$ cat src/sv/smt_pkg.sv
// ----------------------------------------------------------------------------
// smt_pkg: shared types and constants for the sorted multiset table
// Opcodes, status codes, controller states and the control bundle that the
// controller broadcasts along the row of cells.
// ----------------------------------------------------------------------------
`default_nettype none

package smt_pkg;

   // Field widths of the request and response words
   localparam int OPCODE_W   = 2;
   localparam int IO_KEY_W   = 32;
   localparam int POSITION_W = 4;
   localparam int STATUS_W   = 2;
   localparam int OCC_W      = 16;
   localparam int ENTRIES_W  = 5;

   // tdata widths, padded to whole bytes
   localparam int REQ_TDATA_W = 40;
   localparam int RSP_TDATA_W = 56;

   typedef enum logic [OPCODE_W-1:0] {
      OP_ADD    = 2'd0,
      OP_REMOVE = 2'd1,
      OP_COUNT  = 2'd2,
      OP_GET    = 2'd3
   } op_type;

   typedef enum logic [STATUS_W-1:0] {
      ST_OK        = 2'd0,
      ST_FULL      = 2'd1,
      ST_NOT_FOUND = 2'd2,
      ST_RANGE     = 2'd3
   } status_type;

   typedef enum logic {
      S_IDLE   = 1'b0,
      S_UPDATE = 1'b1
   } state_type;

   // Broadcast to every cell
   typedef struct packed {
      logic   load;    // register compare flags against op_key
      logic   update;  // apply the decided change
      op_type op;
      logic   ins;     // insert a new key, cells above shift up
      logic   rem;     // drop the matching entry, cells above shift down
      logic   inc;     // bump the matching count
      logic   dec;     // lower the matching count
   } ctl_type;

endpackage

`default_nettype wire

$ cat src/sv/smt_cell.sv
// ----------------------------------------------------------------------------
// smt_cell: one entry of the sorted multiset table
// Holds a key and its count, compares against the broadcast key, and takes
// its neighbor's entry when the row shifts on insert or remove.
// ----------------------------------------------------------------------------
`default_nettype none

module smt_cell #(
   parameter int KEY_WIDTH   = 32,
   parameter int COUNT_WIDTH = 16,
   parameter int USED_WIDTH  = 5,
   parameter int INDEX       = 0
) (
   input  logic                          clock,
   input  logic                          reset,
   input  smt_pkg::ctl_type              ctl,
   input  logic signed [KEY_WIDTH-1:0]   op_key,
   input  logic [USED_WIDTH-1:0]         used,
   input  logic [smt_pkg::POSITION_W-1:0] pos,
   input  logic signed [KEY_WIDTH-1:0]   left_key,
   input  logic [COUNT_WIDTH-1:0]        left_count,
   input  logic                          left_gt,
   input  logic signed [KEY_WIDTH-1:0]   right_key,
   input  logic [COUNT_WIDTH-1:0]        right_count,
   output logic signed [KEY_WIDTH-1:0]   key,
   output logic [COUNT_WIDTH-1:0]        count,
   output logic                          gt,
   output logic                          match,
   output logic                          last,
   output logic                          sel,
   output logic signed [KEY_WIDTH-1:0]   rpt_key,
   output logic [COUNT_WIDTH-1:0]        rpt_count
);
   import smt_pkg::*;

   localparam logic [COUNT_WIDTH-1:0] COUNT_MAX = {COUNT_WIDTH{1'b1}};
   localparam logic [COUNT_WIDTH-1:0] COUNT_ONE = COUNT_WIDTH'(1);

   logic signed [KEY_WIDTH-1:0] key_ff, key_in;
   logic [COUNT_WIDTH-1:0]      count_ff, count_in;
   logic gt_ff, ge_ff, match_ff, last_ff, sel_ff;
   logic valid;

   assign valid = used > USED_WIDTH'(INDEX);

   // Compare flags; an empty cell counts as greater than any key
   always_ff @(posedge clock) begin
      if (reset) begin
         gt_ff    <= 1'b0;
         ge_ff    <= 1'b0;
         match_ff <= 1'b0;
         last_ff  <= 1'b0;
         sel_ff   <= 1'b0;
      end else if (ctl.load) begin
         gt_ff    <= !valid || (key_ff > op_key);
         ge_ff    <= valid && (key_ff >= op_key);
         match_ff <= valid && (key_ff == op_key);
         last_ff  <= valid && (key_ff == op_key) && (count_ff == COUNT_ONE);
         sel_ff   <= valid && (32'(pos) == 32'(INDEX));
      end
   end

   always_comb begin
      key_in   = key_ff;
      count_in = count_ff;
      if (ctl.update) begin
         priority if (ctl.ins) begin
            if (left_gt) begin
               key_in   = left_key;
               count_in = left_count;
            end else if (gt_ff) begin
               key_in   = op_key;
               count_in = COUNT_ONE;
            end
         end else if (ctl.rem) begin
            if (ge_ff) begin
               key_in   = right_key;
               count_in = right_count;
            end
         end else if (ctl.inc) begin
            if (match_ff && count_ff != COUNT_MAX) begin
               count_in = count_ff + COUNT_ONE;
            end
         end else if (ctl.dec) begin
            if (match_ff) begin
               count_in = count_ff - COUNT_ONE;
            end
         end
      end
   end

   always_ff @(posedge clock) begin
      key_ff   <= key_in;
      count_ff <= count_in;
   end

   // Count after the operation, zero unless this cell is the one addressed
   always_comb begin
      rpt_count = '0;
      unique case (ctl.op)
         OP_ADD: begin
            if (match_ff) begin
               rpt_count = (count_ff == COUNT_MAX) ? count_ff : count_ff + COUNT_ONE;
            end
         end
         OP_REMOVE: begin
            if (match_ff) begin
               rpt_count = count_ff - COUNT_ONE;
            end
         end
         OP_COUNT: begin
            if (match_ff) begin
               rpt_count = count_ff;
            end
         end
         OP_GET: begin
            if (sel_ff) begin
               rpt_count = count_ff;
            end
         end
         default: rpt_count = '0;
      endcase
   end

   assign rpt_key = (ctl.op == OP_GET && sel_ff) ? key_ff : '0;
   assign key     = key_ff;
   assign count   = count_ff;
   assign gt      = gt_ff;
   assign match   = match_ff;
   assign last    = last_ff;
   assign sel     = sel_ff;

endmodule

`default_nettype wire

$ cat src/sv/sorted_multiset_table_unit.sv
// The compare flags are latched at the edge that accepts a request word;
// the shift/update cycle follows, and its response word is registered onto rsp.
// A new request is taken only in idle, once the compare-then-shift pass over
// the row of cells is through; a stalled response holds off the update cycle.
// Reset: synchronous, clears the entry count and handshake state; keys and
// counts need no clearing pass since only entries below the count are read.
// ----------------------------------------------------------------------------
// sorted_multiset_table_unit: sorted multiset with occurrence counts
// A row of cells keeps distinct signed keys in ascending order with counts;
// add, remove, count and get-by-position operations, one response per word.
// ----------------------------------------------------------------------------
`default_nettype none

module sorted_multiset_table_unit #(
   parameter int CAPACITY    = 16,
   parameter int KEY_WIDTH   = 32,
   parameter int COUNT_WIDTH = 16
) (
   input  logic                            clock,
   input  logic                            reset,
   input  logic                            req_tvalid,
   output logic                            req_tready,
   // [1:0] opcode, [33:2] key, [37:34] position, [39:38] zero
   input  logic [smt_pkg::REQ_TDATA_W-1:0] req_tdata,
   output logic                            rsp_tvalid,
   input  logic                            rsp_tready,
   // [1:0] status, [17:2] occurrences, [49:18] nth_key, [54:50] entries, [55] zero
   output logic [smt_pkg::RSP_TDATA_W-1:0] rsp_tdata
);
   import smt_pkg::*;

   localparam int USED_WIDTH = $clog2(CAPACITY + 1);
   localparam logic [USED_WIDTH-1:0] USED_FULL = USED_WIDTH'(CAPACITY);
   localparam logic [USED_WIDTH-1:0] USED_ONE  = USED_WIDTH'(1);

   state_type state_ff, state_in;
   logic [USED_WIDTH-1:0] used_ff, used_in;
   op_type op_ff;
   logic signed [KEY_WIDTH-1:0] key_ff;
   logic rsp_valid_ff, rsp_valid_in;
   logic [RSP_TDATA_W-1:0] rsp_data_ff, rsp_data_in;

   logic accept, do_update, full;
   logic any_match, any_last, any_sel;
   logic signed [IO_KEY_W-1:0] req_key;
   logic signed [63:0] req_key_wide;
   logic signed [KEY_WIDTH-1:0] in_key, op_key;
   ctl_type ctl;

   logic signed [KEY_WIDTH-1:0] cell_key [CAPACITY];
   logic [COUNT_WIDTH-1:0]      cell_count [CAPACITY];
   logic signed [KEY_WIDTH-1:0] cell_rpt_key [CAPACITY];
   logic [COUNT_WIDTH-1:0]      cell_rpt_count [CAPACITY];
   logic [CAPACITY-1:0] gt_vec, match_vec, last_vec, sel_vec;

   logic [COUNT_WIDTH-1:0]      occ_or, occ_full;
   logic signed [KEY_WIDTH-1:0] key_or;
   logic [63:0] occ_wide, used_wide;
   logic signed [63:0] nth_wide;
   status_type status;
   logic [OCC_W-1:0] occ;

   assign accept       = req_tvalid && req_tready;
   assign req_key      = req_tdata[33:2];
   assign req_key_wide = 64'(req_key);
   assign in_key       = req_key_wide[KEY_WIDTH-1:0];
   assign op_key       = (state_ff == S_IDLE) ? in_key : key_ff;
   assign full         = used_ff == USED_FULL;

   assign any_match = |match_vec;
   assign any_last  = |last_vec;
   assign any_sel   = |sel_vec;

   // ------------------------------------------------------------------
   // Control
   // ------------------------------------------------------------------
   always_ff @(posedge clock) begin
      if (reset) begin
         state_ff     <= S_IDLE;
         used_ff      <= '0;
         rsp_valid_ff <= 1'b0;
      end else begin
         state_ff     <= state_in;
         used_ff      <= used_in;
         rsp_valid_ff <= rsp_valid_in;
      end
   end

   always_ff @(posedge clock) begin
      if (accept) begin
         op_ff  <= op_type'(req_tdata[1:0]);
         key_ff <= in_key;
      end
      rsp_data_ff <= rsp_data_in;
   end

   always_comb begin
      state_in     = state_ff;
      req_tready   = 1'b0;
      do_update    = 1'b0;
      rsp_valid_in = rsp_valid_ff && !rsp_tready;
      unique case (state_ff)
         S_IDLE: begin
            req_tready = 1'b1;
            if (req_tvalid) begin
               state_in = S_UPDATE;
            end
         end
         S_UPDATE: begin
            if (!rsp_valid_ff || rsp_tready) begin
               do_update    = 1'b1;
               rsp_valid_in = 1'b1;
               state_in     = S_IDLE;
            end
         end
         default: state_in = S_IDLE;
      endcase
   end

   always_comb begin
      ctl        = '0;
      ctl.load   = accept;
      ctl.update = do_update;
      ctl.op     = op_ff;
      ctl.ins    = (op_ff == OP_ADD) && !any_match && !full;
      ctl.rem    = (op_ff == OP_REMOVE) && any_last;
      ctl.inc    = (op_ff == OP_ADD) && any_match;
      ctl.dec    = (op_ff == OP_REMOVE) && any_match && !any_last;
   end

   // ------------------------------------------------------------------
   // Cell row
   // ------------------------------------------------------------------
   for (genvar c = 0; c < CAPACITY; c++) begin : g_cell
      logic signed [KEY_WIDTH-1:0] left_key, right_key;
      logic [COUNT_WIDTH-1:0]      left_count, right_count;
      logic                        left_gt;

      if (c == 0) begin : g_first
         assign left_key   = '0;
         assign left_count = '0;
         assign left_gt    = 1'b0;
      end else begin : g_inner
         assign left_key   = cell_key[c-1];
         assign left_count = cell_count[c-1];
         assign left_gt    = gt_vec[c-1];
      end

      // the top cell shifts in itself; it is empty after a remove anyway
      if (c == CAPACITY - 1) begin : g_top
         assign right_key   = cell_key[c];
         assign right_count = cell_count[c];
      end else begin : g_below
         assign right_key   = cell_key[c+1];
         assign right_count = cell_count[c+1];
      end

      smt_cell #(
         .KEY_WIDTH   (KEY_WIDTH),
         .COUNT_WIDTH (COUNT_WIDTH),
         .USED_WIDTH  (USED_WIDTH),
         .INDEX       (c)
      ) u_cell (
         .clock       (clock),
         .reset       (reset),
         .ctl         (ctl),
         .op_key      (op_key),
         .used        (used_ff),
         .pos         (req_tdata[37:34]),
         .left_key    (left_key),
         .left_count  (left_count),
         .left_gt     (left_gt),
         .right_key   (right_key),
         .right_count (right_count),
         .key         (cell_key[c]),
         .count       (cell_count[c]),
         .gt          (gt_vec[c]),
         .match       (match_vec[c]),
         .last        (last_vec[c]),
         .sel         (sel_vec[c]),
         .rpt_key     (cell_rpt_key[c]),
         .rpt_count   (cell_rpt_count[c])
      );
   end

   // ------------------------------------------------------------------
   // Response word; at most one cell reports a nonzero value
   // ------------------------------------------------------------------
   always_comb begin
      occ_or = '0;
      key_or = '0;
      for (int c = 0; c < CAPACITY; c++) begin
         occ_or = occ_or | cell_rpt_count[c];
         key_or = key_or | cell_rpt_key[c];
      end
   end

   always_comb begin
      if (ctl.ins) begin
         used_in = used_ff + USED_ONE;
      end else if (ctl.rem) begin
         used_in = used_ff - USED_ONE;
      end else begin
         used_in = used_ff;
      end
      if (!do_update) begin
         used_in = used_ff;
      end
   end

   always_comb begin
      status = ST_OK;
      unique case (op_ff)
         OP_ADD:    status = (!any_match && full) ? ST_FULL : ST_OK;
         OP_REMOVE: status = any_match ? ST_OK : ST_NOT_FOUND;
         OP_COUNT:  status = ST_OK;
         OP_GET:    status = any_sel ? ST_OK : ST_RANGE;
         default:   status = ST_OK;
      endcase
   end

   assign occ_full  = ctl.ins ? COUNT_WIDTH'(1) : occ_or;
   assign occ_wide  = 64'(occ_full);
   assign occ       = (occ_wide > 64'hFFFF) ? 16'hFFFF : occ_wide[OCC_W-1:0];
   assign nth_wide  = 64'(key_or);
   assign used_wide = 64'(used_in);

   always_comb begin
      rsp_data_in = rsp_data_ff;
      if (do_update) begin
         rsp_data_in = {1'b0, used_wide[ENTRIES_W-1:0], nth_wide[IO_KEY_W-1:0], occ, status};
      end
   end

   assign rsp_tvalid = rsp_valid_ff;
   assign rsp_tdata  = rsp_data_ff;

`ifndef NO_ASSERTIONS
   a_used_bound: assert property (@(posedge clock) disable iff (reset)
      used_ff <= USED_FULL)
      else $error("entry count above capacity");

   a_one_match: assert property (@(posedge clock) disable iff (reset)
      state_ff == S_UPDATE |-> $onehot0(match_vec))
      else $error("key matched in more than one cell");

   a_one_sel: assert property (@(posedge clock) disable iff (reset)
      $onehot0(sel_vec))
      else $error("position selects more than one cell");

   a_insert_grows: assert property (@(posedge clock) disable iff (reset)
      do_update && ctl.ins |=> used_ff == $past(used_ff) + USED_ONE)
      else $error("insert did not grow the entry count");

   a_update_gives_rsp: assert property (@(posedge clock) disable iff (reset)
      do_update |=> rsp_valid_ff && state_ff == S_IDLE)
      else $error("update did not present a response word");
`endif

endmodule

`default_nettype wire
$ cat config.mk
export PLATFORM = sky130hd
export DESIGN_NAME = sorted_multiset_table_unit
export DESIGN_NICKNAME = d
export VERILOG_FILES = /design/src/sv/smt_pkg.sv /design/src/sv/smt_cell.sv /design/src/sv/sorted_multiset_table_unit.sv
export SDC_FILE = /design/constraint.sdc
export NUM_CORES = 2
export LEC_CHECK = 0
export BUFFER_PORTS_ARGS = -buffer_cell sky130_fd_sc_hd__buf_2
export CORE_MARGIN = 5
export CORE_UTILIZATION = 40
export CTS_BUF_LIST = sky130_fd_sc_hd__clkbuf_8 sky130_fd_sc_hd__clkbuf_16
export DETAILED_ROUTE_END_ITERATION = 6
export PLACE_DENSITY = 0.51
export SLEW_MARGIN = 5
export SYNTH_ARGS = -nofsm -noshare
export SYNTH_HDL_FRONTEND = slang
export SYNTH_SLANG_ARGS = --single-unit
$ cat constraint.sdc
create_clock -name clock -period 17.4 [get_ports clock]
set_clock_uncertainty 0.1 [all_clocks]
set_input_delay 0.87 -clock clock [delete_from_list [all_inputs] [get_ports clock]]
set_output_delay 0.87 -clock clock [all_outputs]
set_load 0.02 [all_outputs]
# Word-level counts from Yosys, hierarchy flattened

Index checks and enable logic that the tools add are counted.

Flip-flop bits (word level): 943
Output and inout bits: 58

Add/sub/neg operators: 34
Magnitude comparators: 48
Eq/ne operators: 131
Mux-type cells: 347
Bitwise operators: 31
Reductions and logical operators: 214

Operators with widths:

| cell                    | count |
|---|---|
| $mux W16                | 223 |
| $mux W32                | 93 |
| $pmux W16 S4            | 16 |
| $eq A32 B32 Y1          | 16 |
| $gt A32 B32 Y1          | 16 |
| $ge A32 B32 Y1          | 15 |
| $or A32 B32 Y32         | 15 |
| $add A16 B1 Y16 const B | 16 |
| $eq A16 B1 Y1 const B   | 16 |
| $eq A16 B16 Y1 const B  | 16 |
| $ne A16 B16 Y1 const B  | 16 |
| $sub A16 B1 Y16 const B | 16 |
| $or A16 B16 Y16         | 15 |
| $logic_and A1 B1 Y1     | 104 |
| $reduce_and A6 Y1       | 16 |
| $ne A3 B1 Y1 const B    | 31 |
| $reduce_bool A4 Y1      | 16 |
| $ne A4 B1 Y1 const B    | 15 |
| $reduce_and A4 Y1       | 15 |
| $reduce_or A16 Y1       | 3 |
| $gt A5 B4 Y1 const B    | 8 |
| $reduce_bool A2 Y1      | 17 |
| $eq A4 B4 Y1 const B    | 8 |
| $logic_not A1 Y1        | 21 |
| other kinds (24)        | 62 |

# Longest topological paths before layout

Depth after elaboration: 21
Gate-level depth with buffers: 13
Depth with buffers taken out: 11

# Modules after synthesis

A second synthesis with hierarchy kept.

Cell total of the unflattened synthesis: 10240
Area total of the unflattened synthesis: 86047.5 um^2

By module, submodules not included:

| module                       | instances | cells each | area an instance (um^2) |
|---|---|---|---|
| sorted_multiset_table_unit   | 1         | 472        | 5366.4 |
| smt_cell (g_cell[14].u_cell) | 1         | 616        | 5114.9 |
| smt_cell (g_cell[13].u_cell) | 1         | 608        | 5088.6 |
| smt_cell (g_cell[7].u_cell)  | 1         | 615        | 5081.1 |
| smt_cell (g_cell[5].u_cell)  | 1         | 607        | 5067.4 |
| smt_cell (g_cell[3].u_cell)  | 1         | 610        | 5058.6 |
| smt_cell (g_cell[12].u_cell) | 1         | 624        | 5057.4 |
| smt_cell (g_cell[2].u_cell)  | 1         | 611        | 5057.4 |
| smt_cell (g_cell[8].u_cell)  | 1         | 622        | 5054.8 |
| smt_cell (g_cell[9].u_cell)  | 1         | 613        | 5043.6 |
| smt_cell (g_cell[10].u_cell) | 1         | 618        | 5039.8 |
| smt_cell (g_cell[4].u_cell)  | 1         | 597        | 5028.6 |
| smt_cell (g_cell[15].u_cell) | 1         | 612        | 5018.6 |
| smt_cell (g_cell[1].u_cell)  | 1         | 602        | 5017.3 |
| 3 more rows                  | -         | -          | - |

# Least setup slack after synthesis

No wires, ideal clock.

Kind: in2reg
From: input rsp_tready
To: register g_cell[15].u_cell.count_ff[0] (enable)
Library setup time: 0.414 ns
Data arrival time: 5.368 ns
Required time: 16.886 ns
Setup slack: 11.518 ns
Stages on the path: 7
Cell sequence: nand2b_1 nand2_1 inv_1 o21ai_0 nor2_1 a21oi_1 a211oi_1

RTL lines:

| element              | line                             | RTL |
|---|---|---|
| start, declared      | sorted_multiset_table_unit.sv:26 | `input logic rsp_tready,` |
| end signal, assigned | smt_cell.sv:94                   | `count_ff <= count_in;` |
| end, declared        | smt_cell.sv:40                   | `logic [COUNT_WIDTH-1:0] count_ff, count_in;` |

# Worst setup path after layout

From: register state_ff
To: register g_cell[9].u_cell.last_ff

Longest elaborated chain between the ends: 4
Elaborated cells on any way between the ends: 6

Ends and longest elaborated chain:

| element                           | line                             | RTL |
|---|---|---|
| start, declared                   | sorted_multiset_table_unit.sv:36 | `state_type state_ff, state_in;` |
| start signal, assigned            | sorted_multiset_table_unit.sv:83 | `state_ff <= state_in;` |
| $mux W32                          | sorted_multiset_table_unit.sv:67 | `assign op_key = (state_ff == S_IDLE) ? in_key : key_ff;` |
| $eq A32 B32 Y1                    | smt_cell.sv:58                   | `last_ff <= valid && (key_ff == op_key) && (count_ff == COUNT_ONE);` |
| $logic_and A1 B1 Y1 (2 in series) | smt_cell.sv:58                   |  |
| end signal, assigned              | smt_cell.sv:58                   |  |
| end, declared                     | smt_cell.sv:41                   | `logic gt_ff, ge_ff, match_ff, last_ff, sel_ff;` |

Several ways; a longest one is shown, not always the timed one.
A chain may end at the register's enable or synchronous reset.

==> run metrics <==
status=finished with violations; violated checks=design-rule violations, max-capacitance violations, max-slew violations; VDD IR-drop max=0.0822 mV; gr ovfl total=0; first-pass GRT wire length=629000 um; RSZ-0062 raised after global routing=false; number of CTS-inserted buffers=120; Hold Path Class=in2reg; syn_area_per_cell=8.54 sq um; total wire length=468000 um; worst-path cell chain=buf_4, mux2i_4, buf_4, ha_1, nand4_1, nor3_1, and3_1, nand3_1, nor4_1, a22oi_1, nor2_1; die height=446 um; H-tree levels=3; kind of critical path=reg2reg; Synth Area in Simple Gates=0.180; CP endpoint kind=flip-flop; post_cts resized=0; largest net degree at the start of global routing=263; cell depth of the worst hold path=1; relative slew slack=-0.0575; Via density=7.12; nets=9163; Post-synth EDFFs=857; Via Count=79800; WP data arrival=6780 ps; total core area=0.190 sq mm; die width=446 um; proportion of layout cells with a drive suffix above 1=0.0890; net count after synthesis=9506; most common flop cell mapped by yosys=edfxtp_1; Fin. Hold Viols=0; post-synthesis adder-cell area fraction=0.0930; Synth cell types=99; XOR/XNOR share of the synthesized area=0.0535; CP Data Required Time=18040 ps; most frequent cells in the layout=nand2_1 (956), o21ai_0 (942), edfxtp_1 (857); design area=0.0833 sq mm; critical path fanouts, max=32; gp weighted congestion=1.11; Synth Area in Compound Gates=0.243; fmax=163 MHz; Critical Path Slowest Stage Cell=nor4_1; DPL Wire Length=329000 um; CTS Buffer Depth=3; Starting Density=0.401; pwr/cell area=75.1 mW/mm^2; CP most frequent cell=buf_4; vias in the first global route=73819; Routed Antenna Nets=0; largest family of logic cells by synthesized area=compound AO/OA/AOI/OAI gates; maximum capacitance violations=4; Slew Viols, Final=9; final worst path period need=6130 ps; crit-path max cell delay=940 ps; CTS Root Cell=clkbuf_16; static leakage=0.0302 uW; die area=0.199 sq mm; yosys synthesis warning count=0; drt first pass iters=7; I/O Pins=102; post-synthesis mux area share=0.0160; Worst-Skew Late Latency=840 ps; WL/cell=41.7 um; setup TNS=0 ps; Worst-path clk slew=60 ps; FP Rows=160; async set or reset register ratio after synthesis=0; # hold bufs at CTS=0; initial antenna violation count=45; most common cell after layout, fill and taps aside=nand2_1; period utilization=0.352; 1st-iter DRT viols=13042; post-CTS setup buffers=0; crit path launch type=flip-flop; dpl cell area=0.0790 sq mm; Yosys reg bits=943; Register-to-Register Path Depth=11; Post-Syn Area=0.0760 sq mm; TritonCTS clock tree=done; Setup Viol. Count Final=0; Layout area overhead=9.62%; GRT Overall Usage=0.454; Post-route DRC=32; Slew @ Worst Pin=1570 ps; Clock Sinks=943; Syn Inst Count=8897; Seq/Total Area, Yosys=0.361; IO buf count=98
-- stage by stage --
stage | setup WS (ps) | util | power, uW | instances | hold WS [ps]
final | 11270 | 0.439 | 6250 | 11209 | 150
after global placement | 11630 | 0.417 | 3560 | 10936 | 345
after global routing | 11050 | 0.439 | 6410 | 11186 | 141
after floorplan | 11520 | - | 3190 | 8897 | 332
after CTS | 11580 | 0.438 | 6230 | 11166 | 115
after detailed placement | 11580 | 0.417 | 3580 | 10936 | 345
-- state kept, by name, summed over array words and instances (netlist names) --
| name | flops |
|---|---|
| g_cell.u_cell.count | 256 |
| g_cell.u_cell.ge_ff | 15 |
| g_cell.u_cell.gt | 16 |
| g_cell.u_cell.key | 512 |
| g_cell.u_cell.last | 16 |
| g_cell.u_cell.match | 16 |
| g_cell.u_cell.sel | 16 |
| key_ff | 32 |
| op_ff | 2 |
| rsp_tdata | 55 |
| rsp_tvalid | 1 |
| state_ff | 1 |
| used_ff | 5 |
-- cells in the mapped netlist, types with 143 or more instances --
cell / count / area [sq um]
nand2_1: 959 / 3600
xnor2_1: 278 / 2430
o21ai_0: 948 / 4740
a22o_1: 156 / 1370
inv_1: 153 / 574
nor3_1: 158 / 791
xor2_1: 186 / 1630
a21oi_1: 756 / 3780
nand4_1: 237 / 1480
buf_2: 143 / 716
nor2_1: 838 / 3150
edfxtp_1: 857 / 25700
clkbuf_1: 624 / 2340
nand3_1: 230 / 1150
ha_1: 565 / 7070
a221oi_1: 196 / 1720
a22oi_1: 158 / 1190
-- kinds of logic after synthesis --
family | count (synthesis)
fa+ha+maj | 565
buf+inv | 986
mux | 119
other cells | 1
compound gates | 2898
flops | 943
simple gates | 2921
xor+xnor | 464
-- routing by layer --
layer  wire length [um]  global-route usage
met3              49900               0.121
met4              55200               0.420
met1             163000               0.527
met2             200000               0.682
met5                 91                   0
-- where the power goes --
part	internal, uW	leakage, uW	switching, uW
registers	2520	0.00850	73.2
clock network	1500	0.00211	1180
logic	295	0.0196	688
-- critical path: cells and delay by family (launching register included) --
family          cells  cell delay, ps
flops               1             650
buf+inv             2            1080
simple gates        6            3340
fa+ha+maj           1             280
compound gates      1             170
mux                 1             330
-- final timing paths --
check / from / to / slack, ps
min: req_tdata[2] / key_ff[0] / 150
min reg2reg: g_cell[7].u_cell.last / g_cell[7].u_cell.last / 360
max: state_ff / g_cell[9].u_cell.last / 11270
max reg2reg: state_ff / g_cell[9].u_cell.last / 11270
-- final cells by class --
type,count,area [sq um]
fillers,18859,106000
multi-input cells,6968,45300
flip-flops and latches,943,27500
clock buffers,130,3170
well taps,2511,3140
repair buffers,367,2540
clock inverters,100,898
inverters,154,582
diodes,36,90.1
Power figures use the tool's default switching activity.
